===== config.mk =====
export PLATFORM = sky130hd
export DESIGN_NAME = lzss_cmdq
export DESIGN_NICKNAME = d
export VERILOG_FILES = /design/src/sv/lzss_pkg.sv /design/src/sv/lzss_cmdq.sv
export VERILOG_INCLUDE_DIRS = /design/src /design/src/sv
export SDC_FILE = /design/constraint.sdc
export NUM_CORES = 1
export LEC_CHECK = 0
export BUFFER_PORTS_ARGS = -buffer_cell sky130_fd_sc_hd__buf_2
export CAP_MARGIN = 40
export CORE_ASPECT_RATIO = 0.6
export CORE_MARGIN = 2
export CORE_UTILIZATION = 30
export DETAILED_ROUTE_END_ITERATION = 10
export MAX_ROUTING_LAYER = met4
export PLACE_DENSITY = 0.5
export SETUP_SLACK_MARGIN = 0.4
export SLEW_MARGIN = 25
export SYNTH_ARGS = -nofsm -noshare
export SYNTH_HDL_FRONTEND = slang
export SYNTH_SLANG_ARGS = --single-unit

===== constraint.sdc =====
create_clock -name clk -period 2.5 [get_ports clk]
set_input_delay 0.125 -clock clk [delete_from_list [all_inputs] [get_ports clk]]
set_output_delay 0.125 -clock clk [all_outputs]
set_load 0.1 [all_outputs]

===== src/sv/assert_macros.svh =====
// assertion macros shared by the decoder modules
// expects signals named clk and rst in the scope of each use
`ifndef ASSERT_MACROS_SVH
`define ASSERT_MACROS_SVH

// invariant checked at every clock edge out of reset
`define LZSS_CHECK(name, expr) \
  name: assert property (@(posedge clk) disable iff (rst) (expr)) \
    else $error("lzss invariant violated");

// same-cycle implication checked at every clock edge out of reset
`define LZSS_CHECK_IMPL(name, ante, cons) \
  name: assert property (@(posedge clk) disable iff (rst) (ante) |-> (cons)) \
    else $error("lzss implication violated");

`endif


===== src/sv/lzss_pkg.sv =====
// shared constants, command types for the lzss stream decoder
// no dependencies
`default_nettype none

package lzss_pkg;

  localparam int RING_SIZE      = 4096;
  localparam int MAX_MATCH      = 18;
  localparam int MIN_MATCH_BIAS = 2;
  localparam int RING_AW        = $clog2(RING_SIZE);
  localparam int FILL_W         = RING_AW + 1;
  localparam int BYTE_W         = 8;
  localparam int LEN_W          = $clog2(MAX_MATCH + 1);
  localparam int COUNT_W        = 31;
  localparam int CMDQ_DEPTH     = 4;

  localparam logic [RING_AW-1:0] RING_START = RING_AW'(RING_SIZE - MAX_MATCH);
  localparam logic [LEN_W-1:0]   LEN_BIAS   = LEN_W'(MIN_MATCH_BIAS + 1);
  localparam logic [FILL_W-1:0]  FILL_FULL  = FILL_W'(RING_SIZE);
  localparam logic [COUNT_W-1:0] COUNT_MAX  = {COUNT_W{1'b1}};

  typedef enum logic [1:0] {
    CMD_NONE = 2'd0,
    CMD_LIT  = 2'd1,
    CMD_COPY = 2'd2
  } cmd_op_t;

  // one unit of work for the back end
  typedef struct packed {
    logic                clr;  // new stream: reset ring window and counters
    cmd_op_t             op;
    logic [BYTE_W-1:0]   lit;
    logic [RING_AW-1:0]  src;
    logic [LEN_W-1:0]    len;
    logic                fin;  // end report follows this command's bytes
  } cmd_t;

endpackage

`default_nettype wire


===== src/sv/lzss_cmdq.sv =====
// small command fifo between front-end parser and back-end expander
// depends on lzss_pkg
`default_nettype none
`include "assert_macros.svh"

module lzss_cmdq #(
  parameter int DEPTH = lzss_pkg::CMDQ_DEPTH
) (
  input  logic            clk,
  input  logic            rst,
  input  logic            push,
  input  lzss_pkg::cmd_t  push_cmd,
  output logic            full,
  input  logic            pop,
  output lzss_pkg::cmd_t  pop_cmd,
  output logic            empty
);
  import lzss_pkg::*;

  localparam int AW = (DEPTH > 1) ? $clog2(DEPTH) : 1;
  localparam int CW = $clog2(DEPTH + 1);

  cmd_t          mem [DEPTH];
  logic [AW-1:0] wr_ptr, rd_ptr;
  logic [CW-1:0] count;
  logic          push_ok, pop_ok;

  assign full    = (count == CW'(DEPTH));
  assign empty   = (count == '0);
  assign push_ok = push && !full;
  assign pop_ok  = pop && !empty;
  assign pop_cmd = mem[rd_ptr];

  always_ff @(posedge clk) begin
    if (push_ok) begin
      mem[wr_ptr] <= push_cmd;
    end
  end

  always_ff @(posedge clk) begin
    if (rst) begin
      wr_ptr <= '0;
      rd_ptr <= '0;
      count  <= '0;
    end else begin
      if (push_ok) begin
        wr_ptr <= (wr_ptr == AW'(DEPTH - 1)) ? '0 : wr_ptr + 1'b1;
      end
      if (pop_ok) begin
        rd_ptr <= (rd_ptr == AW'(DEPTH - 1)) ? '0 : rd_ptr + 1'b1;
      end
      if (push_ok && !pop_ok) begin
        count <= count + 1'b1;
      end else if (pop_ok && !push_ok) begin
        count <= count - 1'b1;
      end
    end
  end

  `LZSS_CHECK(a_cmdq_bounded, count <= CW'(DEPTH))

endmodule

`default_nettype wire


==> impl_metrics.py, run 1 <==
metrics = {
    "route": {
        "post_drt_wl_per_cell_um": 18.0,
        "vias": 2305,
        "drc": 0,
        "via_per_inst": 4.34,
        "wl_um": 9550,
        "drt_iter0_drc": 159,
        "drt-pass1-iter-count": 4,
        "antenna_left": 0,
    },
    "critical_path": {
        "reg2reg_depth": 9,
        "startpoint_type": "flop",
        "crit_arrival_ns": 1.90,
        "reg2reg_slack_ns": 0.49,
        "critPathRequiredTime_ns": 2.38,
        "crit_type": "reg -> out",
        "path_max_fanout": 14,
        "cp-end-kind": "output pin",
    },
    "clocking": {
        "cts_max_path_buffers": 2,
        "cts_tree": "built",
        "cts_sinks": 125,
        "cts_made_buffers": 17,
        "cts-root-buf": "clkbuf_16",
        "htree_levels": 4,
        "clk_pin_slew_worst_paths_ns": 0.06,
        "clock_latency_ns": 0.40,
    },
    "logic_synthesis": {
        "async_reset_ff_share_pct": 0,
        "synth_common_cells": "116 x edfxtp_1, 29 x mux4_2, 9 x dfxtp_1",
        "yosysTopAreaCellShare_pct": 74.5,
        "yosys.cell_types.count": 25,
        "synth_nets": 241,
        "synth_area_sq_um": 4670,
        "synth_cells": 201,
        "yosys_register_bits": 125,
        "synth.most_common_cell": "edfxtp_1",
        "yosysSeqAreaShare_pct": 78.4,
        "synthTopCellsByArea": "edfxtp_1 75%, mux4_2 14%, dfxtp_1 3.9%",
        "yosys.area.top_type": "edfxtp_1",
        "ys.flop_type": "edfxtp_1",
        "syn_avg_cell_area_sq_um": 23.2,
        "synth_edf_count": 116,
        "synth_warnings": 0,
    },
    "timing": {
        "maxSlewHeadroom_pct": 66.9,
        "rsz0062_at_grt": "yes",
        "worst_slew_pin_slew_ns": 0.497,
        "finalWorstSetupSlack_ns": 0.478,
        "fin_crit_ns": 2.02,
        "fmax_mhz": 495,
        "tns_ns": 0,
        "hold_viol": 0,
        "post-route-period-util_pct": 80.9,
        "slew_viol_final": 0,
        "setup_viol_count_final": 0,
        "finClkSkew_ns": 0.00988,
    },
    "power": {
        "p_leak_uw": 0.00220,
        "power.density_nw_per_um2": 1250,
        "ir_worst_vdd_mv": 0.659,
    },
    "cells_and_area": {
        "num_antenna_cells": 0,
        "syn_to_final_growth_pct": 35.1,
        "nets": 355,
        "final_util_pct": 41.3,
        "layout-drive-gt1-share_pct": 46.0,
    },
    "floorplanning": {
        "initial_utilization_pct": 30.6,
        "core_sq_um": 15300,
        "dieArea_sq_um": 16600,
        "num_rows": 35,
        "die_x_um": 165,
        "io_pins": 64,
        "die_h_um": 101,
    },
    "run_status": {
        "status": "complete, no violations",
    },
    "grt": {
        "grt_overflow": 0,
        "grt_max_degree": 30,
        "antenna_found_initial": 0,
        "grt_pass1_vias": 2499,
        "grt_pass1_wl_um": 14800,
        "grt_usage_pct": 13.0,
    },
    "placed_design": {
        "place_ws_ns": 0.323,
        "dp_hpwl_um": 5750,
        "numPortBuffers": 63,
        "place.gp.congestion": 0.699,
    },
    "job": {
        "cap_violations": 0,
    },
    "worst_hold_path": {
        "worstHoldPathType": "in -> reg",
        "min_path_cells": 3,
    },
}
[layout by cell type (no fill, tap or decap), types with 2 or more instances in the layout]
cell           Yosys  routed
edfxtp_1         116     116
buf_2              3      62
dlygate4sd3_1      0      30
mux4_2            29      29
clkbuf_16          0      17
ha_1               6       5
and3_2             4       4
buf_16             0       4
buf_4              0       4
dfxtp_1            9       4
inv_1              4       3
nor2_1             3       3
a21oi_1            3       3
dfxtp_4            0       3
clkinv_4           1       3
bufinv_16          0       3
clkinv_2           0       3
xor2_1             2       2
nand3_1            2       2
mux2i_1            2       2
dfxtp_2            0       2
clkinvlp_4         0       2
clkinv_1           0       2
inv_6              0       2
[registers in the layout, indices dropped and copies added (netlist names), named ones only]
| signal | count |
|---|---|
| count | 3 |
| mem | 116 |
| wr_ptr | 2 |
| rd_ptr | 2 |
[worst paths after layout]
kind | start | endpoint
setup / recovery | flop | pop_cmd[17]
hold / removal | push | wr_ptr[1]
setup reg to reg | count[2] | count[2]
hold reg to reg | rd_ptr[0] | flop
[power by group]
part,internal (uW),switching (uW),total [uW]
logic,686,2090,2780
registers,2540,119,2660
clock network,1560,904,2470
total,4790,3110,7910
[area by class of cell]
class	count	area (sq um)
repair buffers	103	785
clock inverters	15	171
inverters	5	31.3
well taps	203	254
fillers	1363	8970
clock buffers	17	425
flip-flops and latches	125	3680
multi-input cells	63	970
[critical path, cell delays in order, from the launching register on]
cell	delay, ns
dfxtp_2	0.36
buf_6	0.24
mux4_2	0.57
buf_2	0.32
[layer usage]
metal | wire (um) | up-vias | GRT usage [%]
li1 | - | 1067 | -
met1 | 4940 | 1181 | 17.8
met2 | 4160 | 53 | 18.6
met3 | 414 | 4 | 3.46
met4 | 37 | 0 | 5.02
met5 | 0 | - | -
[cell families (layout without fill, tap and decap cells)]
logic type	count (synthesis)	after routing	share of synthesized area, %
adders and majority gates	7	7	2.03
AOI/OAI and AO/OA	7	7	1.07
and+or+nand+nor	16	16	2.01
muxes	31	31	14.4
xor gates and xnor gates	2	2	0.375
buffers and inverters	13	140	1.71
DFF	125	125	78.4
[stage by stage]
stage          instance area [sq um]  hold slack (ns)  power [uW]  std cells
2_1_floorplan                   4710            0.224        4940        201
3_3_place_gp                    5250            0.342        5360        463
3_5_place_dp                    5250            0.350        5380        463
4_1_cts                         6180           0.0491        7930        526
5_1_grt                         6310           0.0722        8220        531
6_report                        6310           0.0678        7910        531
[timing repair]
| action | 4_1_cts | 5_1_grt |
|---|---|---|
| hold buffers | 30 | 0 |
| gates resized for setup | 5 | 3 |
| buffers inserted | 1 | 1 |
| endpoints found under the setup margin | 30 | 4 |
| endpoints found under the hold margin | 120 | 0 |
| pin swaps | 0 | 1 |
(Power assumes the default switching activity.)
==> run 2, diff against run 1 <==
==> constraint.sdc (replaced) <==
create_clock -name clk -period 2 [get_ports clk]
set_input_delay 0.1 -clock clk [delete_from_list [all_inputs] [get_ports clk]]
set_output_delay 0.1 -clock clk [all_outputs]
set_load 0.1 [all_outputs]
==> run 2 against run 1 <==
Net effect:
- cell count grew 5.3%
- design area rose by 14%
- clock skew fell by 0.0031 ns
- non-clock buffer count up 27
- critical path depth grew 6
- register-to-register slack got worse by 0.47 ns
- setup slack lost 0.46 ns
- die area is the same
==> impl_metrics.py, run 2 (synthesis results as in run 1) <==
metrics = {
    "floorplanning": {
        "die_x_um": 165,
        "dieArea_sq_um": 16600,
        "io_pins": 64,
        "core_sq_um": 15300,
        "die_h_um": 101,
        "initial_utilization_pct": 30.6,
        "num_rows": 35,
    },
    "clocking": {
        "clock_latency_ns": 0.40,
        "cts_sinks": 125,
        "cts_max_path_buffers": 2,
        "cts-root-buf": "clkbuf_16",
        "cts_tree": "built",
        "htree_levels": 4,
        "cts_made_buffers": 17,
        "clk_pin_slew_worst_paths_ns": 0.05,
    },
    "placed_design": {
        "placed_cells": 476,
        "placed_area_sq_um": 5580,
        "dp_hpwl_um": 5780,
        "numPortBuffers": 63,
        "place.gp.congestion": 0.685,
    },
    "timing": {
        "hold_ws_ns": 0.0381,
        "post-route-period-util_pct": 99.1,
        "setup_viol_count_final": 0,
        "fmax_mhz": 505,
        "fin_crit_ns": 1.98,
        "hold_viol": 0,
        "worst_slew_pin_slew_ns": 0.300,
        "rsz0062_at_grt": "yes",
        "maxSlewHeadroom_pct": 80.1,
        "slew_viol_final": 0,
        "tns_ns": 0,
        "finClkSkew_ns": 0.00680,
    },
    "grt": {
        "grt_pass1_wl_um": 14800,
        "grt_max_degree": 22,
        "grt_overflow": 0,
        "grt_usage_pct": 12.9,
        "antenna_found_initial": 1,
        "grt_pass1_vias": 2592,
    },
    "cells_and_area": {
        "finalNonFillerCells": 559,
        "final_common_cell": "edfxtp_1",
        "post-route-cell-area_sq_um": 7220,
        "final_cell_mix": "116 x edfxtp_1, 44 x buf_12, 32 x buf_2",
        "nets": 382,
        "largest_register_ffs": 116,
        "layout-drive-gt1-share_pct": 50.7,
        "largest-register": "mem",
        "largest_registers": "mem x116, count x3",
        "n_fill_cell": 1279,
        "syn_to_final_growth_pct": 54.5,
    },
    "critical_path": {
        "path_max_fanout": 2,
        "critPathRequiredTime_ns": 2.32,
        "reg2reg_slack_ns": 0.02,
        "crit_type": "reg -> reg",
        "cp-end-kind": "flop",
        "crit_arrival_ns": 2.31,
        "startpoint_type": "flop",
    },
    "job": {
        "cap_violations": 0,
    },
    "run_status": {
        "status": "complete, no violations",
    },
    "route": {
        "post_drt_wl_per_cell_um": 17.6,
        "via_per_inst": 4.41,
        "drc": 0,
        "drt_iter0_drc": 136,
        "antenna_left": 0,
        "drt-pass1-iter-count": 4,
        "wl_um": 9840,
        "vias": 2463,
    },
    "power": {
        "ir_worst_vdd_mv": 0.954,
        "power.density_nw_per_um2": 1560,
        "fin_total_pwr_uw": 11200,
        "p_leak_uw": 0.00256,
    },
    "worst_hold_path": {
        "worstHoldPathType": "in -> reg",
    },
}
## run 2: cell count changes in the layout (fill, tap and decap cells not counted), sizes merged
| cell | delta |
|---|---|
| buf | +25 |
| clkbuf | +2 |
| clkinvlp | +1 |
| diode | +1 |
| inv | -1 |
## run 2: final cells by class
class / instances / area (sq um) / share of cell area (%)
inverters: 5 / 31.3 / 0.433
well taps: 203 / 254 / 3.52
clock buffers: 17 / 425 / 5.89
clock inverters: 15 / 171 / 2.37
multi-input cells: 63 / 977 / 13.5
flip-flops and latches: 125 / 3680 / 50.9
repair buffers: 130 / 1680 / 23.3
diodes: 1 / 2.50 / 0.0347
## run 2: routing by layer
layer | vias to the layer above | GRT usage [%] | wire length (um)
met2 | 58 | 18.9 | 4410
met5 | - | - | 0
met1 | 1270 | 17.3 | 4900
met4 | 0 | 4.41 | 91
met3 | 7 | 3.83 | 447
li1 | 1128 | - | -
## run 2: where the power goes
part           switching, uW  internal [uW]
clock                   1090           1950
combinational           2890           1980
sequential               131           3180
## run 2: metrics by stage
stage | worst slack [ns] | util, %
6_report | 0.0188 | 47.2
5_1_grt | -0.0399 | 47.2
4_1_cts | 0.00736 | 45.8
3_5_place_dp | -0.0906 | 36.5
3_3_place_gp | 0.00743 | 36.5
2_1_floorplan | -0.0605 | -
## run 2: worst max-delay path, cell delays in order (launching register included)
cell and delay [ns]:
dfxtp_2 0.32, or3b_4 0.27, clkinv_8 0.05, nor2_4 0.12, ha_4 0.14, inv_2 0.03
fa_2 0.34, xor2_1 0.16, or3_4 0.34, a21oi_2 0.13
## run 2: worst paths after layout
kind | start | endpoint | depth (start not counted)
max | count[2] | count[2] | 9
min | push | wr_ptr[1] | 3
max reg2reg | count[2] | count[2] | 9
min reg2reg | rd_ptr[0] | flop | 2
## run 2: repair_timing
action,in CTS,in global routing
endpoints found under the setup margin,148,149
buffers inserted,9,4
pin swaps,4,5
hold endpoints to repair,119,0
gates cloned,5,2
resized for setup,79,33
hold buffers,30,0
==> run 3, diff against run 2 <==
--- a/config.mk
+++ b/config.mk
@@ -8,7 +8,7 @@
 export LEC_CHECK = 0
 export BUFFER_PORTS_ARGS = -buffer_cell sky130_fd_sc_hd__buf_2
 export CAP_MARGIN = 40
-export CORE_ASPECT_RATIO = 0.6
+export CORE_ASPECT_RATIO = 1.4
 export CORE_MARGIN = 2
 export CORE_UTILIZATION = 30
 export DETAILED_ROUTE_END_ITERATION = 10
@@ -19,3 +19,4 @@
 export SYNTH_ARGS = -nofsm -noshare
 export SYNTH_HDL_FRONTEND = slang
 export SYNTH_SLANG_ARGS = --single-unit
+export TNS_END_PERCENT = 10
==> run 3 against run 2 <==
Net effect:
- clock skew up 0.0064 ns
- critical path depth unchanged
- flip-flop and latch count unchanged
- sequential share of layout area grew 2.2 points
- clock-buffer cell count increased by 1
- cell count decreased by 4.3%
- design area is 4.1% lower
- global-route usage fell by 0.33 points
- via count decreased by 4.2%
- die area is 0.11% lower
- largest cell class unchanged
- wire length decreased by 7.1%
- core utilization is 2.3 points lower
==> impl_metrics.py, run 3 (synthesis results as in run 1) <==
metrics = {
    "clocking": {
        "cts_sinks": 125,
        "cts-root-buf": "clkbuf_16",
        "htree_levels": 4,
        "clk_pin_slew_worst_paths_ns": 0.05,
        "cts_max_path_buffers": 2,
        "cts_made_buffers": 17,
        "clock_latency_ns": 0.41,
        "cts_tree": "built",
        "post_cts_buffers": 0,
    },
    "route": {
        "met3_wirelength_um": 327,
        "drc": 0,
        "wl_um": 9150,
        "vias": 2360,
        "wl_met2_um": 5150,
        "drt_iter0_drc": 94,
        "post_drt_wl_per_cell_um": 17.1,
        "via_per_inst": 4.41,
        "antenna_left": 0,
        "highest_layer": "met4",
        "wl_met1_um": 3590,
        "drt-pass1-iter-count": 4,
    },
    "floorplanning": {
        "die_x_um": 109,
        "io_pins": 64,
        "dieArea_sq_um": 16600,
        "die_h_um": 152,
        "num_rows": 54,
        "core_sq_um": 15400,
        "initial_utilization_pct": 30.3,
    },
    "cells_and_area": {
        "final_cell_mix": "116 x edfxtp_1, 38 x buf_12, 32 x buf_2",
        "largest_register_ffs": 116,
        "layout-drive-gt1-share_pct": 47.5,
        "nets": 366,
        "finalNonFillerCells": 535,
        "syn_to_final_growth_pct": 48.1,
        "largest_registers": "mem x116, count x3",
        "largest-register": "mem",
        "post-route-cell-area_sq_um": 6920,
        "num_antenna_cells": 0,
        "final_common_cell": "edfxtp_1",
    },
    "grt": {
        "grt_pass1_vias": 2613,
        "antenna_found_initial": 0,
        "grt_usage_pct": 12.6,
        "grt_pass1_wl_um": 14200,
        "grt_max_degree": 30,
        "grt_overflow": 0,
    },
    "critical_path": {
        "critPathLaunch": "count[2]",
        "reg2reg_to": "count[2]",
        "max_stage_delay_ns": 0.34,
        "path_max_fanout": 2,
        "critPathRequiredTime_ns": 2.34,
        "crit_arrival_ns": 2.30,
        "reg2reg_depth": 9,
        "reg2reg_slack_ns": 0.04,
        "cp_slowest_cell": "fa_2",
        "crit_type": "reg -> reg",
        "startpoint_type": "flop",
        "reg2reg_from": "count[2]",
        "crit_end": "count[2]",
        "cp-end-kind": "flop",
        "cp_cell_sequence": "or3b_4 -> clkinv_8 -> nor2_4 -> ha_4 -> inv_2 -> fa_2 -> xor2_2 -> or3_4 -> a21oi_2",
    },
    "power": {
        "pwr-share-comb_pct": 42.5,
        "switching_share_pct": 36.4,
        "power.internal_uw": 6940,
        "ir_worst_vdd_mv": 0.973,
        "p_leak_uw": 0.00242,
        "power.density_nw_per_um2": 1580,
        "pwr-share-clk_pct": 27.2,
        "seq_power_share_pct": 30.3,
        "switchingPower_uw": 3970,
        "fin_total_pwr_uw": 10900,
    },
    "timing": {
        "slew_viol_final": 0,
        "maxSlewHeadroom_pct": 80.1,
        "fmax_mhz": 510,
        "setup_viol_count_final": 0,
        "rsz0062_at_grt": "yes",
        "finClkSkew_ns": 0.0132,
        "finalWorstSetupSlack_ns": 0.0393,
        "hold_viol": 0,
        "fin_crit_ns": 1.96,
        "worst_slew_pin_slew_ns": 0.300,
        "post-route-period-util_pct": 98.0,
    },
    "placed_design": {
        "placed_area_sq_um": 5520,
        "place.gp.congestion": 0.758,
        "place_ws_ns": -0.0558,
        "placed_cells": 470,
        "numPortBuffers": 63,
        "dp_hpwl_um": 5270,
    },
    "worst_hold_path": {
        "worstHoldPathType": "in -> reg",
    },
    "run_status": {
        "status": "complete, no violations",
    },
    "job": {
        "cap_violations": 0,
    },
}
-- run 3: power groups by stage --
stage | Sequential (uW) | Combinational, uW | Clock [uW]
after floorplan | 3300 | 2860 | 0
after global placement | 3300 | 3760 | 0
after detailed placement | 3320 | 3770 | 0
after CTS | 3300 | 4140 | 3050
after global routing | 3330 | 4840 | 3170
final | 3300 | 4640 | 2970
-- run 3: worst max-delay path, delay by kind of cell (launching register included) --
kind | cells | cell delay, ns
DFF | 1 | 0.32
and+or+nand+nor | 3 | 0.70
xor gates and xnor gates | 1 | 0.15
buffers and inverters | 2 | 0.09
AOI/OAI and AO/OA | 1 | 0.13
adders and majority gates | 2 | 0.49
-- run 3: worst min-delay path by stage --
| stage | start | endpoint | slack (ns) | cells past startpoint |
|---|---|---|---|---|
| after floorplan | push_cmd[0] | mem[0][0] | 0.20 | 0 |
| after global placement | push_cmd[10] | mem[3][10] | 0.31 | 1 |
| after detailed placement | push_cmd[20] | mem[3][20] | 0.32 | 1 |
| after CTS | push | wr_ptr[1] | 0.01 | 3 |
| after global routing | push | wr_ptr[0] | 0.03 | 3 |
| final | push | wr_ptr[1] | 0.03 | 3 |
-- run 3: layer usage --
layer,vias up,global-route usage (%)
met4,0,4.94
met1,1216,13.1
met2,54,21.9
met3,5,4.02
met5,-,-
li1,1085,-
-- run 3: timing repair --
item	4_1_cts	5_1_grt
resized for setup	38	77
pin swaps	4	2
endpoints found under the setup margin	150	149
endpoints found under the hold margin	120	0
gates cloned	2	1
hold buffers	30	0
-- run 3: stage by stage --
stage               util, %  TNS [ns]  hold WS [ns]
CTS                    42.7         0       0.00971
global route           44.9   -0.0448        0.0321
floorplan                 -   -0.0962         0.199
global placement       35.9         0         0.313
detailed placement     35.9   -0.0558         0.318
finish                 44.9         0        0.0347
-- run 3: final cells by class --
cell class                 instances  area (sq um)
fill                            1328          8480
sequential                       125          3680
timing repair buffer             114          1400
multi-input combinational         63           992
clock buffer                      18           429
tap                              196           245
clock inverter                    14           151
inverter                           5          31.3
