===== src/sv/assert_macros.svh =====
// assertion macros shared by the decoder modules
// expects signals named clk and rst in the scope of each use
`ifndef ASSERT_MACROS_SVH
`define ASSERT_MACROS_SVH

// invariant checked at every clock edge out of reset
`define LZSS_CHECK(name, expr) \
  name: assert property (@(posedge clk) disable iff (rst) (expr)) \
    else $error("lzss invariant violated");

// same-cycle implication checked at every clock edge out of reset
`define LZSS_CHECK_IMPL(name, ante, cons) \
  name: assert property (@(posedge clk) disable iff (rst) (ante) |-> (cons)) \
    else $error("lzss implication violated");

`endif


===== src/sv/lzss_pkg.sv =====
// shared constants, command types for the lzss stream decoder
// no dependencies
`default_nettype none

package lzss_pkg;

  localparam int RING_SIZE      = 4096;
  localparam int MAX_MATCH      = 18;
  localparam int MIN_MATCH_BIAS = 2;
  localparam int RING_AW        = $clog2(RING_SIZE);
  localparam int FILL_W         = RING_AW + 1;
  localparam int BYTE_W         = 8;
  localparam int LEN_W          = $clog2(MAX_MATCH + 1);
  localparam int COUNT_W        = 31;
  localparam int CMDQ_DEPTH     = 4;

  localparam logic [RING_AW-1:0] RING_START = RING_AW'(RING_SIZE - MAX_MATCH);
  localparam logic [LEN_W-1:0]   LEN_BIAS   = LEN_W'(MIN_MATCH_BIAS + 1);
  localparam logic [FILL_W-1:0]  FILL_FULL  = FILL_W'(RING_SIZE);
  localparam logic [COUNT_W-1:0] COUNT_MAX  = {COUNT_W{1'b1}};

  typedef enum logic [1:0] {
    CMD_NONE = 2'd0,
    CMD_LIT  = 2'd1,
    CMD_COPY = 2'd2
  } cmd_op_t;

  // one unit of work for the back end
  typedef struct packed {
    logic                clr;  // new stream: reset ring window and counters
    cmd_op_t             op;
    logic [BYTE_W-1:0]   lit;
    logic [RING_AW-1:0]  src;
    logic [LEN_W-1:0]    len;
    logic                fin;  // end report follows this command's bytes
  } cmd_t;

endpackage

`default_nettype wire


===== src/sv/lzss_in_if.sv =====
// compressed byte channel
// depends on nothing
`default_nettype none

interface lzss_in_if;
  logic       valid;
  logic       ready;
  logic       start_req;
  logic [7:0] data_byte;

  modport source (output valid, output start_req, output data_byte, input ready);
  modport sink (input valid, input start_req, input data_byte, output ready);
endinterface

`default_nettype wire


===== src/sv/lzss_front.sv =====
// front end: header and flag parsing, turns input bytes into commands
// depends on lzss_pkg, lzss_in_if
`default_nettype none
`include "assert_macros.svh"

module lzss_front (
  input  logic            clk,
  input  logic            rst,
  lzss_in_if.sink         stream,
  output lzss_pkg::cmd_t  cmd,
  output logic            cmd_push,
  input  logic            cmd_full
);
  import lzss_pkg::*;

  typedef enum logic [5:0] {
    PH_IDLE   = 6'b000001,
    PH_HEADER = 6'b000010,
    PH_FLAG   = 6'b000100,
    PH_LIT    = 6'b001000,
    PH_OFFLO  = 6'b010000,
    PH_OFFHI  = 6'b100000
  } phase_t;

  phase_t      phase, phase_next, phase_e, token_phase;
  logic [1:0]  header_index, header_index_next, hi_e;
  logic [31:0] remaining, remaining_next, rem_e;
  logic [15:0] flag_shift, flag_shift_next, fs_e, fs_sh;
  logic [7:0]  offset_low, offset_low_next;
  logic [7:0]  b;
  logic        start, fire, fin;

  assign stream.ready = !cmd_full;
  assign fire  = stream.valid && stream.ready;
  assign start = stream.start_req;
  assign b     = stream.data_byte;

  always_comb begin
    // a start request abandons whatever was in flight
    phase_e = start ? PH_HEADER : phase;
    hi_e    = start ? 2'd0 : header_index;
    rem_e   = start ? 32'd0 : remaining;
    fs_e    = start ? 16'd0 : flag_shift;

    fs_sh = {1'b0, fs_e[15:1]};
    if (!fs_sh[8]) begin
      token_phase = PH_FLAG;
    end else begin
      token_phase = fs_sh[0] ? PH_LIT : PH_OFFLO;
    end

    phase_next        = phase_e;
    header_index_next = hi_e;
    remaining_next    = rem_e;
    flag_shift_next   = fs_e;
    offset_low_next   = start ? 8'd0 : offset_low;
    fin               = 1'b0;

    cmd.clr = start;
    cmd.op  = CMD_NONE;
    cmd.lit = b;
    cmd.src = {b[7:4], offset_low};
    cmd.len = {1'b0, b[3:0]} + LEN_BIAS;
    cmd.fin = 1'b0;

    unique case (phase_e)
      PH_HEADER: begin
        remaining_next = rem_e | (32'(b) << {hi_e, 3'b000});
        if (hi_e == 2'd3) begin
          header_index_next = 2'd0;
          phase_next        = PH_FLAG;
          fin               = (remaining_next == 32'd0);
        end else begin
          header_index_next = hi_e + 2'd1;
        end
      end
      PH_FLAG, PH_LIT, PH_OFFLO, PH_OFFHI: begin
        if (rem_e == 32'd0) begin
          fin = 1'b1;
        end else begin
          remaining_next = rem_e - 32'd1;
          priority if (phase_e == PH_FLAG) begin
            flag_shift_next = {8'hff, b};
            phase_next      = b[0] ? PH_LIT : PH_OFFLO;
          end else if (phase_e == PH_LIT) begin
            cmd.op          = CMD_LIT;
            flag_shift_next = fs_sh;
            phase_next      = token_phase;
          end else if (phase_e == PH_OFFLO) begin
            offset_low_next = b;
            phase_next      = PH_OFFHI;
          end else begin
            cmd.op          = CMD_COPY;
            flag_shift_next = fs_sh;
            phase_next      = token_phase;
          end
          fin = (remaining_next == 32'd0);
        end
      end
      default: begin
        phase_next = PH_IDLE;
      end
    endcase

    if (fin) begin
      phase_next = PH_IDLE;
    end
    cmd.fin  = fin;
    cmd_push = fire && (start || (cmd.op != CMD_NONE) || fin);
  end

  always_ff @(posedge clk) begin
    if (rst) begin
      phase        <= PH_IDLE;
      header_index <= '0;
      remaining    <= '0;
      flag_shift   <= '0;
      offset_low   <= '0;
    end else if (fire) begin
      phase        <= phase_next;
      header_index <= header_index_next;
      remaining    <= remaining_next;
      flag_shift   <= flag_shift_next;
      offset_low   <= offset_low_next;
    end
  end

  `LZSS_CHECK_IMPL(a_front_push_room, cmd_push, !cmd_full)

endmodule

`default_nettype wire


===== src/flat_wrapper.sv =====
// flat-port wrapper written by rule: the top's interface ports become plain ports
module lzss_front_flat import lzss_pkg::*;
  (clk, rst, cmd, cmd_push, cmd_full, stream_valid, stream_start_req, stream_data_byte, stream_ready);
  lzss_in_if stream_i ();
  input  logic clk;
  input  logic rst;
  output lzss_pkg::cmd_t cmd;
  output logic cmd_push;
  input  logic cmd_full;
  input wire logic [$bits(stream_i.valid)-1:0] stream_valid;
  input wire logic [$bits(stream_i.start_req)-1:0] stream_start_req;
  input wire logic [$bits(stream_i.data_byte)-1:0] stream_data_byte;
  output wire logic [$bits(stream_i.ready)-1:0] stream_ready;
  assign stream_i.valid = stream_valid;
  assign stream_i.start_req = stream_start_req;
  assign stream_i.data_byte = stream_data_byte;
  assign stream_ready = stream_i.ready;
  lzss_front u_core (.clk(clk), .rst(rst), .stream(stream_i), .cmd(cmd), .cmd_push(cmd_push), .cmd_full(cmd_full));
endmodule

===== config.mk =====
export PLATFORM = sky130hd
export DESIGN_NAME = lzss_front_flat
export DESIGN_NICKNAME = d
export VERILOG_FILES = /design/src/sv/lzss_pkg.sv /design/src/sv/lzss_in_if.sv /design/src/sv/lzss_front.sv /design/src/flat_wrapper.sv
export VERILOG_INCLUDE_DIRS = /design/src /design/src/sv
export SDC_FILE = /design/constraint.sdc
export NUM_CORES = 1
export LEC_CHECK = 0
export BUFFER_PORTS_ARGS = -buffer_cell sky130_fd_sc_hd__buf_2
export CORE_MARGIN = 4
export CORE_UTILIZATION = 36
export DETAILED_ROUTE_END_ITERATION = 7
export SYNTH_ARGS = -nofsm -noshare
export SYNTH_HDL_FRONTEND = slang
export SYNTH_SLANG_ARGS = --single-unit

===== constraint.sdc =====
create_clock -name clk -period 4.2 [get_ports clk]
set_input_delay 0.21 -clock clk [delete_from_list [all_inputs] [get_ports clk]]
set_output_delay 0.21 -clock clk [all_outputs]
set_load 0.005 [all_outputs]

==> Flow_metrics.wiki, run 1 <==
{| class="wikitable"
! Metric !! Value
|-
| Number of violations of the max-capacitance limit || 0
|-
| Mapped Cells || 701
|-
| Die W || 126 um
|-
| Largest fanout on the critical path || 8
|-
| Maximum level of the CTS H-tree || 3
|-
| Endpoint of the worst-slack reg-to-reg timing path || u_core.phase[2]$_SDFFE_PP0P_
|-
| Die span in y || 126 um
|-
| Async S/R FF share, synth || 0%
|-
| Mean number of vias per cell || 6.64
|-
| Number of synthesized register bits || 63
|-
| Non-Filler Instances || 901
|-
| Clock-pin slew of the registers on the worst-case setup and hold paths || 60 ps
|-
| Top library cells by usage in the layout, fill and taps aside || 72 x nor2_1, 67 x a21oi_1, 60 x dfxtp_1, 52 x nand2_1
|-
| Global placement routability congestion || 0.989
|-
| Most used DFF post-synth || dfxtp_1
|-
| Leftover overflow at the end of global routing || 0
|-
| Critical Path RT || 3990 ps
|-
| WHS || 220 ps
|-
| Cts bufs inserted || 9
|-
| Layout cells sized above 1 || 19.2%
|-
| Register area share after synthesis || 25.3%
|-
| Avg WL per Cell || 23.8 um
|-
| Core occupancy in the finished layout || 43.1%
|-
| Residual DRC || 0
|-
| Number of violations reported at the end of detailed-routing iteration 0 || 648
|-
| DP Cell Count || 882
|-
| Distinct cells, synth || 76
|-
| Power density cells || 318 nW/um2
|-
| Vias in the first global route || 5534
|-
| Die outline area || 15800 um2
|-
| Root buffer cell || clkbuf_16
|-
| Fill cell count || 1383
|-
| Number of ports placed on the die boundary || 44
|-
| Number of vias after detailed routing || 5980
|-
| Final Net Count || 738
|-
| Number of detailed-routing iterations run before antenna repair || 5
|-
| Final period util || 97.9%
|-
| Total of endpoints with negative setup slack in the final report || 0
|-
| Number of hold-slack violations in the final timing report || 0
|-
| Setup slack of the worst register-to-register path || 490 ps
|-
| Total detailed-routing wirelength || 21400 um
|-
| Fin worst setup slack || 89.9 ps
|-
| Data arrival time of the worst path || 3900 ps
|-
| Crit Reg-Reg Startpoint || u_core.remaining[4]$_SDFFE_PP0P_
|-
| Global-route wire length before repair || 33000 um
|-
| Setup skew after layout || 8.95 ps
|-
| Kind of start point of the critical path || flop
|-
| Syn_nets || 719
|-
| Status || finished, final reports clean
|-
| Nature of the critical path endpoint || output pin
|-
| Largest voltage drop on the vdd net || 0.000292 V
|-
| Combined global-route utilization of all metal layers || 26.5%
|-
| Most common cell after layout, fill and taps aside || nor2_1
|-
| Worst min path class || primary input to flop
|-
| Number of antenna violations at the first check in global routing || 1
|-
| Critical Setup Path Class || flop to output pin
|-
| FF/Latch Area || 1270 um2
|-
| Clk buf depth || 2
|-
| Number of flops mapped to enable cells by yosys || 0
|-
| HPWL after detailed placement || 15000 um
|-
| Headroom to the max-slew limit || 38.7%
|-
| Setup repair after global routing missed its margin || yes
|-
| # clock sinks || 63
|-
| Clock latency on the worst-skew pair || 350 ps
|-
| Syn Area/Cell || 7.12 um2
|-
| Core area || 13400 um2
|-
| Number of routed nets with antenna violations || 0
|-
| Minimum clock period || 4110 ps
|-
| Number of cells on the worst hold path || 2
|-
| Maximum number of pins on one net before global-route repair || 46
|-
| R2R depth || 9
|-
| Sink of the worst hold path || u_core.phase[1]$_SDFFE_PP0P_
|-
| Synthesis-to-layout area growth || 15.7%
|-
| Std-Cell Rows || 42
|-
| Post-place setup slack || 231 ps
|-
| Clock tree from TritonCTS || yes
|-
| Hold Crit Start || rst
|-
| Synth Cell Area || 4990 um2
|-
| Measured slew at the worst slew-check pin || 913 ps
|-
| Starting utilization of the core area || 37.2%
|-
| FMAX || 243 MHz
|-
| Multi-input gate area in the final layout || 3360 um2
|-
| Port Buffer Count || 43
|-
| Total of warnings raised by yosys || 0
|-
| Leak || 2.16 nW
|-
| Fin. max-slew vios || 0
|-
| Final antenna diode count || 0
|}
==> worst max-delay path, stage by stage (launching register included) <==
cell	delay, ps
dfxtp_4	380
or4_4	590
nor4_4	310
mux2i_2	130
a211o_1	260
or4b_1	530
or4_4	520
or4_4	470
a41oi_2	210
buf_2	140
==> metal layers <==
metal	vias to the layer above	share of wire [%]	track usage, %
met5	-	0.056	0
met4	2	3.1	9.06
met3	70	9.6	6.35
met2	386	45	42.2
met1	2851	42	35.2
li1	2671	-	-
==> flip-flops by register name, indices dropped and copies added (netlist names) <==
| register | count |
|---|---|
| u_core.flag_shift | 15 |
| u_core.header_index | 2 |
| u_core.offset_low | 8 |
| u_core.phase | 6 |
| u_core.remaining | 32 |
==> metrics by stage <==
stage / power, mW / area, um2 / setup TNS (ps)
CTS: 1.83 / 5730 / 0
global placement: 1.03 / 5380 / 0
finish: 1.84 / 5770 / 0
global route: 1.90 / 5770 / -27.7
detailed placement: 1.03 / 5380 / 0
floorplan: 0.888 / 4990 / 0
==> final cells by class <==
cell class / count / share of cell area [%]
Multi-Input combinational cell: 545 / 58.3
Sequential cell: 63 / 22.0
Timing Repair Buffer: 90 / 9.90
Clock buffer: 10 / 4.14
Tap cell: 176 / 3.81
Clock inverter: 6 / 1.19
Inverter: 11 / 0.715
==> what timing repair did <==
action                                  CTS  global route
pin swaps                                 4             3
hold endpoints to repair                  0             0
setup buffers                             3             0
endpoints found under the setup margin    2             2
hold buffers                              0             0
gates resized for setup                   4            12
==> worst max path at each step <==
stage / from / end / slack (ps)
6_report: u_core.remaining[4]$_SDFFE_PP0P_ / cmd_push / 90
5_1_grt: u_core.remaining[4]$_SDFFE_PP0P_ / cmd_push / -30
4_1_cts: u_core.remaining[3]$_SDFFE_PP0P_ / cmd_push / 20
3_5_place_dp: u_core.remaining[4]$_SDFFE_PP0P_ / cmd_push / 230
3_3_place_gp: u_core.remaining[4]$_SDFFE_PP0P_ / cmd_push / 250
2_1_floorplan: stream_start_req / cmd_push / 60
==> power by group <==
| part | internal, mW | switching (mW) | total [mW] |
|---|---|---|---|
| clock | 0.479 | 0.319 | 0.798 |
| combinational | 0.151 | 0.265 | 0.416 |
| sequential | 0.605 | 0.0158 | 0.621 |
==> cells by family (layout without fill, tap and decap cells) <==
logic type / count (synthesis) / in the layout / share of synthesized area (%)
compound gates: 236 / 236 / 31.2
xor+xnor: 13 / 13 / 2.28
fa+ha+maj: 5 / 5 / 1.25
buf+inv: 93 / 117 / 8.50
flops: 63 / 63 / 25.3
mux: 1 / 1 / 0.201
simple gates: 290 / 290 / 31.3
==> cells in the mapped netlist (5+ instances only) <==
cell	n	area share, %
inv_1	10	0.75
ha_1	5	1.3
nor2_1	72	5.4
nand2_1	52	3.9
buf_2	5	0.50
a21o_1	5	0.75
or4_1	10	1.5
a22oi_1	19	2.9
a211oi_1	12	1.8
nand4b_1	6	1.1
o21ai_0	46	4.6
and2_1	7	0.88
clkbuf_1	58	4.4
nor2b_1	14	1.8
o22ai_1	9	1.1
nand4_1	6	0.75
a31oi_1	7	0.88
and3_1	8	1.0
nor4_1	18	2.3
nand3_1	19	1.9
nor3_1	38	3.8
xnor2_1	9	1.6
nor4b_1	5	0.88
a32o_1	8	1.6
dfxtp_1	63	25
buf_4	14	2.1
a21oi_1	68	6.8
or3_1	11	1.4
Note: power is estimated with default switching activity, not from simulation.
==> run 2: changes to the inputs <==
--- a/config.mk
+++ b/config.mk
@@ -6,10 +6,10 @@
 export SDC_FILE = /design/constraint.sdc
 export NUM_CORES = 1
 export LEC_CHECK = 0
-export BUFFER_PORTS_ARGS = -buffer_cell sky130_fd_sc_hd__buf_2
 export CORE_MARGIN = 4
 export CORE_UTILIZATION = 36
 export DETAILED_ROUTE_END_ITERATION = 7
+export DONT_BUFFER_PORTS = 1
 export SYNTH_ARGS = -nofsm -noshare
 export SYNTH_HDL_FRONTEND = slang
 export SYNTH_SLANG_ARGS = --single-unit
==> constraint.sdc (replaced) <==
create_clock -name clk -period 3.94 [get_ports clk]
set_input_delay 0.197 -clock clk [delete_from_list [all_inputs] [get_ports clk]]
set_output_delay 0.197 -clock clk [all_outputs]
set_load 0.005 [all_outputs]
==> Flow_metrics.wiki, run 2 (synthesis gave the netlist of run 1 again) <==
{| class="wikitable"
! Metric !! Value
|-
| Clock-pin slew of the registers on the worst-case setup and hold paths || 60 ps
|-
| Final antenna diode count || 0
|-
| DP Cell Count || 848
|-
| Instance area at placement || 5230 um2
|-
| Clock tree from TritonCTS || yes
|-
| Minimum clock period || 3920 ps
|-
| Cell chain of the critical path || or4_4 -> nor4_4 -> mux2i_2 -> a211o_1 -> or4b_1 -> or4_4 -> or4_4 -> a41oi_2
|-
| Power density cells || 340 nW/um2
|-
| Met2 routing resource usage after global routing || 39.9%
|-
| Setup repair after global routing missed its margin || yes
|-
| Die span in y || 126 um
|-
| Cts bufs inserted || 9
|-
| Maximum level of the CTS H-tree || 3
|-
| Setup slack of the worst register-to-register path || 160 ps
|-
| Top library cells by usage in the layout, fill and taps aside || 72 x nor2_1, 65 x a21oi_1, 59 x buf_4, 58 x dfxtp_1, 51 x nand2_1
|-
| Non-Filler Instances || 871
|-
| Worst min path class || primary input to flop
|-
| Setup skew after layout || 4.60 ps
|-
| Starting utilization of the core area || 37.2%
|-
| Number of ports placed on the die boundary || 44
|-
| Status || finished, final reports clean
|-
| Avg WL per Cell || 23.8 um
|-
| Cell with the largest stage delay on the worst path || or4_4
|-
| Maximum number of pins on one net before global-route repair || 55
|-
| HPWL after detailed placement || 14800 um
|-
| Final Power || 1.94 mW
|-
| Leftover overflow at the end of global routing || 0
|-
| Die W || 126 um
|-
| Core area || 13400 um2
|-
| Most common cell after layout, fill and taps aside || nor2_1
|-
| Critical Setup Path Class || flop to output pin
|-
| Largest fanout on the critical path || 3
|-
| Critical Path RT || 3740 ps
|-
| # clock sinks || 63
|-
| Final instance area || 5700 um2
|-
| Number of hold-slack violations in the final timing report || 0
|-
| Busiest metal layer after global routing || met2
|-
| Number of violations of the max-capacitance limit || 0
|-
| Residual DRC || 0
|-
| Total of endpoints with negative setup slack in the final report || 0
|-
| FMAX || 255 MHz
|-
| Clk buf depth || 2
|-
| Number of detailed-routing iterations run before antenna repair || 8
|-
| Leak || 2.05 nW
|-
| Root buffer cell || clkbuf_16
|-
| Fin worst setup slack || 21.3 ps
|-
| Measured slew at the worst slew-check pin || 766 ps
|-
| Final period util || 99.5%
|-
| Data arrival time of the worst path || 3720 ps
|-
| Nature of the critical path endpoint || output pin
|-
| Vias in the first global route || 5632
|-
| Number of antenna violations at the first check in global routing || 0
|-
| Number of vias after detailed routing || 5789
|-
| GRT met3 Usage || 5.29%
|-
| Kind of start point of the critical path || flop
|-
| Core occupancy in the finished layout || 42.6%
|-
| Largest stage delay on the critical path || 590 ps
|-
| Fin. max-slew vios || 0
|-
| Synthesis-to-layout area growth || 14.3%
|-
| Register ranked first by flip-flop count || u_core.remaining
|-
| Crit path top cell by count || or4_4
|-
| WHS || 14.5 ps
|-
| Std-Cell Rows || 42
|-
| Met1 global-route usage || 31.5%
|-
| Combined global-route utilization of all metal layers || 25.2%
|-
| Port Buffer Count || 0
|-
| Largest voltage drop on the vdd net || 0.000238 V
|-
| Number of violations reported at the end of detailed-routing iteration 0 || 722
|-
| Die outline area || 15800 um2
|-
| Mean number of vias per cell || 6.65
|-
| Final Net Count || 708
|-
| Total detailed-routing wirelength || 20700 um
|-
| Biggest registers after layout || u_core.remaining: 32 flops, u_core.flag_shift: 15 flops, u_core.offset_low: 8 flops
|-
| Clock latency on the worst-skew pair || 340 ps
|-
| Headroom to the max-slew limit || 48.6%
|-
| Aggregate negative setup slack || 0 ps
|-
| Number of routed nets with antenna violations || 0
|-
| Flip-flop count of the largest register after layout || 32
|-
| Global placement routability congestion || 0.961
|-
| Layout cells sized above 1 || 16.5%
|-
| Post-place setup slack || 94.2 ps
|-
| Global-route wire length before repair || 31600 um
|}
[run 2: cell count changes in the layout (fill, tap and decap cells not counted), moves of 2 or more]
cell      before  now
buf_2         43    0
buf_4         46   59
a21oi_1       67   65
a21oi_2        1    3
clkinv_2       1    3
clkinv_4       2    0
dfxtp_1       60   58
dfxtp_2        2    4
[run 2: final cells by class]
class                           count  area (um2)
Fill cell                        1394        7700
Multi-Input combinational cell    545        3390
Sequential cell                    63        1270
Timing Repair Buffer               60         463
Clock buffer                       10         229
Tap cell                          176         220
Clock inverter                      6        85.1
Inverter                           11        42.5
[run 2: report_power, final]
group          internal (mW)  switching [mW]  leakage, nW  total [mW]
Clock                  0.551           0.307        0.148       0.859
Combinational          0.164           0.257         1.39       0.421
Sequential             0.646          0.0158        0.512       0.661
Total                   1.36           0.579         2.05        1.94
[run 2: timing repair]
item                                    4_1_cts  5_1_grt
hold endpoints to repair                     47        0
endpoints found under the setup margin        2        2
pin swaps                                     5        9
hold buffers                                  1        0
gates resized for setup                       9       15
setup buffers                                 5        1
[run 2: worst paths after layout]
kind,start,endpoint,cells after the start
min,stream_data_byte[6],u_core.offset_low[6]$_SDFFE_PP0P_,2
max reg2reg,u_core.remaining[4]$_SDFFE_PP0P_,u_core.phase[4]$_SDFFE_PP0P_,10
max,u_core.remaining[4]$_SDFFE_PP0P_,cmd_push,8
min reg2reg,u_core.offset_low[1]$_SDFFE_PP0P_,u_core.offset_low[1]$_SDFFE_PP0P_,2
[run 2: routing by layer]
layer	vias up	part of all wire (%)
met4	0	5.9
li1	2612	-
met1	2703	40
met2	383	44
met5	-	0
met3	91	9.8
[run 2: critical path, delay by kind of cell (launching register included)]
kind / cells / cell delay [ps]
muxes: 1 / 120
DFF: 1 / 320
and+or+nand+nor: 5 / 2430
AOI/OAI and AO/OA: 2 / 500
==> run 3: changes to the inputs <==
--- a/config.mk
+++ b/config.mk
@@ -10,6 +10,7 @@
 export CORE_UTILIZATION = 36
 export DETAILED_ROUTE_END_ITERATION = 7
 export DONT_BUFFER_PORTS = 1
+export HOLD_SLACK_MARGIN = 0.12
 export SYNTH_ARGS = -nofsm -noshare
 export SYNTH_HDL_FRONTEND = slang
 export SYNTH_SLANG_ARGS = --single-unit
==> Flow_metrics.wiki, run 3 (synthesis gave the netlist of run 1 again) <==
{| class="wikitable"
! Metric !! Value
|-
| Status || finished, final reports clean
|-
| Die W || 126 um
|-
| Global placement routability congestion || 0.961
|-
| Avg WL per Cell || 24.2 um
|-
| Vias in the first global route || 5710
|-
| Setup slack of the worst register-to-register path || 170 ps
|-
| Number of hold-slack violations in the final timing report || 0
|-
| Clk buf depth || 2
|-
| Setup skew after layout || 5.02 ps
|-
| Flip-flop count of the largest register after layout || 32
|-
| Largest voltage drop on the vdd net || 0.000239 V
|-
| Residual DRC || 0
|-
| Worst path bufs/invs || 0
|-
| Combined global-route utilization of all metal layers || 25.8%
|-
| Post-place setup slack || 94.2 ps
|-
| Largest fanout on the critical path || 6
|-
| Global-route wire length before repair || 32300 um
|-
| Most common cell after layout, fill and taps aside || nor2_1
|-
| Final Power || 1.95 mW
|-
| Top library cells by usage in the layout, fill and taps aside || 72 x nor2_1, 65 x a21oi_1, 59 x buf_4, 58 x dfxtp_1, 51 x nand2_1
|-
| # clock sinks || 63
|-
| Die outline area || 15800 um2
|-
| Headroom to the max-slew limit || 45.1%
|-
| Data arrival time of the worst path || 3730 ps
|-
| Mean number of vias per cell || 6.78
|-
| Critical Setup Path Class || flop to output pin
|-
| Register ranked first by flip-flop count || u_core.remaining
|-
| FMAX || 254 MHz
|-
| Fin worst setup slack || 9.75 ps
|-
| Crit Reg-Reg Startpoint || u_core.remaining[7]$_SDFFE_PP0P_
|-
| Fin. max-slew vios || 0
|-
| Crit path top cell by count || or4_4
|-
| Number of cells on the worst hold path || 4
|-
| DP Cell Count || 848
|-
| Hold Crit Start || stream_data_byte[6]
|-
| Biggest registers after layout || u_core.remaining: 32 flops, u_core.flag_shift: 15 flops, u_core.offset_low: 8 flops
|-
| Total of endpoints with negative setup slack in the final report || 0
|-
| Core area || 13400 um2
|-
| Synthesis-to-layout area growth || 16.4%
|-
| Source of the critical timing path || u_core.remaining[7]$_SDFFE_PP0P_
|-
| WHS || 135 ps
|-
| Measured slew at the worst slew-check pin || 818 ps
|-
| Clock-pin slew of the registers on the worst-case setup and hold paths || 60 ps
|-
| Number of violations reported at the end of detailed-routing iteration 0 || 731
|-
| Final Net Count || 718
|-
| Leak || 2.10 nW
|-
| Sink of the worst hold path || u_core.flag_shift[6]$_SDFFE_PP0P_
|-
| HPWL after detailed placement || 14800 um
|-
| Clock latency on the worst-skew pair || 340 ps
|-
| Endpoint of the worst-slack reg-to-reg timing path || u_core.phase[4]$_SDFFE_PP0P_
|-
| Number of ports placed on the die boundary || 44
|-
| Cell chain of the critical path || or4_4 -> nor4_4 -> mux2i_2 -> a211o_1 -> or4b_1 -> or4_4 -> or4_4 -> a41oi_2
|-
| Cell with the largest stage delay on the worst path || or4b_1
|-
| Maximum number of pins on one net before global-route repair || 52
|-
| R2R depth || 10
|-
| Final period util || 99.8%
|-
| Fill cell count || 1391
|-
| Setup repair after global routing missed its margin || yes
|-
| Nature of the critical path endpoint || output pin
|-
| Number of routed nets with antenna violations || 0
|-
| Leftover overflow at the end of global routing || 0
|-
| Starting utilization of the core area || 37.2%
|-
| Port Buffer Count || 0
|-
| Crit-path leading delay family || simple AND/OR/NAND/NOR gates
|-
| Number of detailed-routing iterations run before antenna repair || 6
|-
| Critical Path RT || 3740 ps
|-
| Total detailed-routing wirelength || 21400 um
|-
| Root buffer cell || clkbuf_16
|-
| Number of antenna violations at the first check in global routing || 1
|-
| Maximum level of the CTS H-tree || 3
|-
| Non-Filler Instances || 882
|-
| Minimum clock period || 3930 ps
|-
| Kind of start point of the critical path || flop
|-
| Cts bufs inserted || 9
|-
| Number of vias after detailed routing || 5984
|-
| Die span in y || 126 um
|-
| Std-Cell Rows || 42
|-
| Clock tree from TritonCTS || yes
|-
| Power density cells || 336 nW/um2
|-
| Largest stage delay on the critical path || 520 ps
|-
| Layout cells sized above 1 || 16.3%
|-
| Worst min path class || primary input to flop
|-
| Number of violations of the max-capacitance limit || 0
|}
-- run 3: final cells by class --
type                       instances  area, um2  area share, %
clock buffer                      10        229           3.94
timing repair buffer              70        563           9.70
tap                              176        220           3.79
inverter                          11       42.5          0.733
clock inverter                     6       85.1           1.47
multi-input combinational        545       3390           58.5
antenna                            1       2.50         0.0431
sequential                        63       1270           21.9
-- run 3: worst reg2reg max path, stage by stage, from the launching register on --
cell and delay (ps):
dfxtp_1 410, or4_4 510, buf_4 180, buf_4 160, nor4b_1 380, xor2_1 140, or3_1 420, a2111oi_0 410
nand4_1 140, or4_1 650, a32o_1 270
-- run 3: per-layer routing --
metal / track usage (%) / vias up / routed length [um] / share of wire (%)
li1: - / 2630 / - / -
met1: 32.4 / 2802 / 8290 / 39
met2: 40.7 / 442 / 9340 / 44
met3: 5.72 / 110 / 2330 / 11
met4: 15.2 / 0 / 1400 / 6.5
met5: 0 / - / 0 / 0
-- run 3: repair_timing --
action / 4_1_cts / 5_1_grt
pin swaps: 5 / 9
setup buffers: 5 / 1
endpoints found under the setup margin: 2 / 2
hold endpoints to repair: 51 / 0
gates resized for setup: 9 / 15
hold buffers: 11 / 0
-- run 3: where the power goes --
| part | internal [mW] | switching, mW |
|---|---|---|
| Sequential | 0.646 | 0.0160 |
| Combinational | 0.171 | 0.265 |
| Clock | 0.551 | 0.305 |
| Total | 1.37 | 0.586 |
-- run 3: how the worst max path moves through the flow --
stage	cells past startpoint	end	slack, ps
2_1_floorplan	15	cmd_push	70
3_3_place_gp	8	cmd_push	180
3_5_place_dp	8	cmd_push	90
4_1_cts	8	cmd_push	5
5_1_grt	9	cmd_push	-40
6_report	8	cmd_push	10
-- run 3: per-stage QoR --
| stage | area, um2 | util [%] | TNS (ps) |
|---|---|---|---|
| floorplan | 4990 | - | 0 |
| CTS | 5740 | 42.8 | 0 |
| global placement | 5230 | 39.0 | 0 |
| finish | 5810 | 43.3 | 0 |
| global route | 5810 | 43.3 | -39.8 |
| detailed placement | 5230 | 39.0 | 0 |
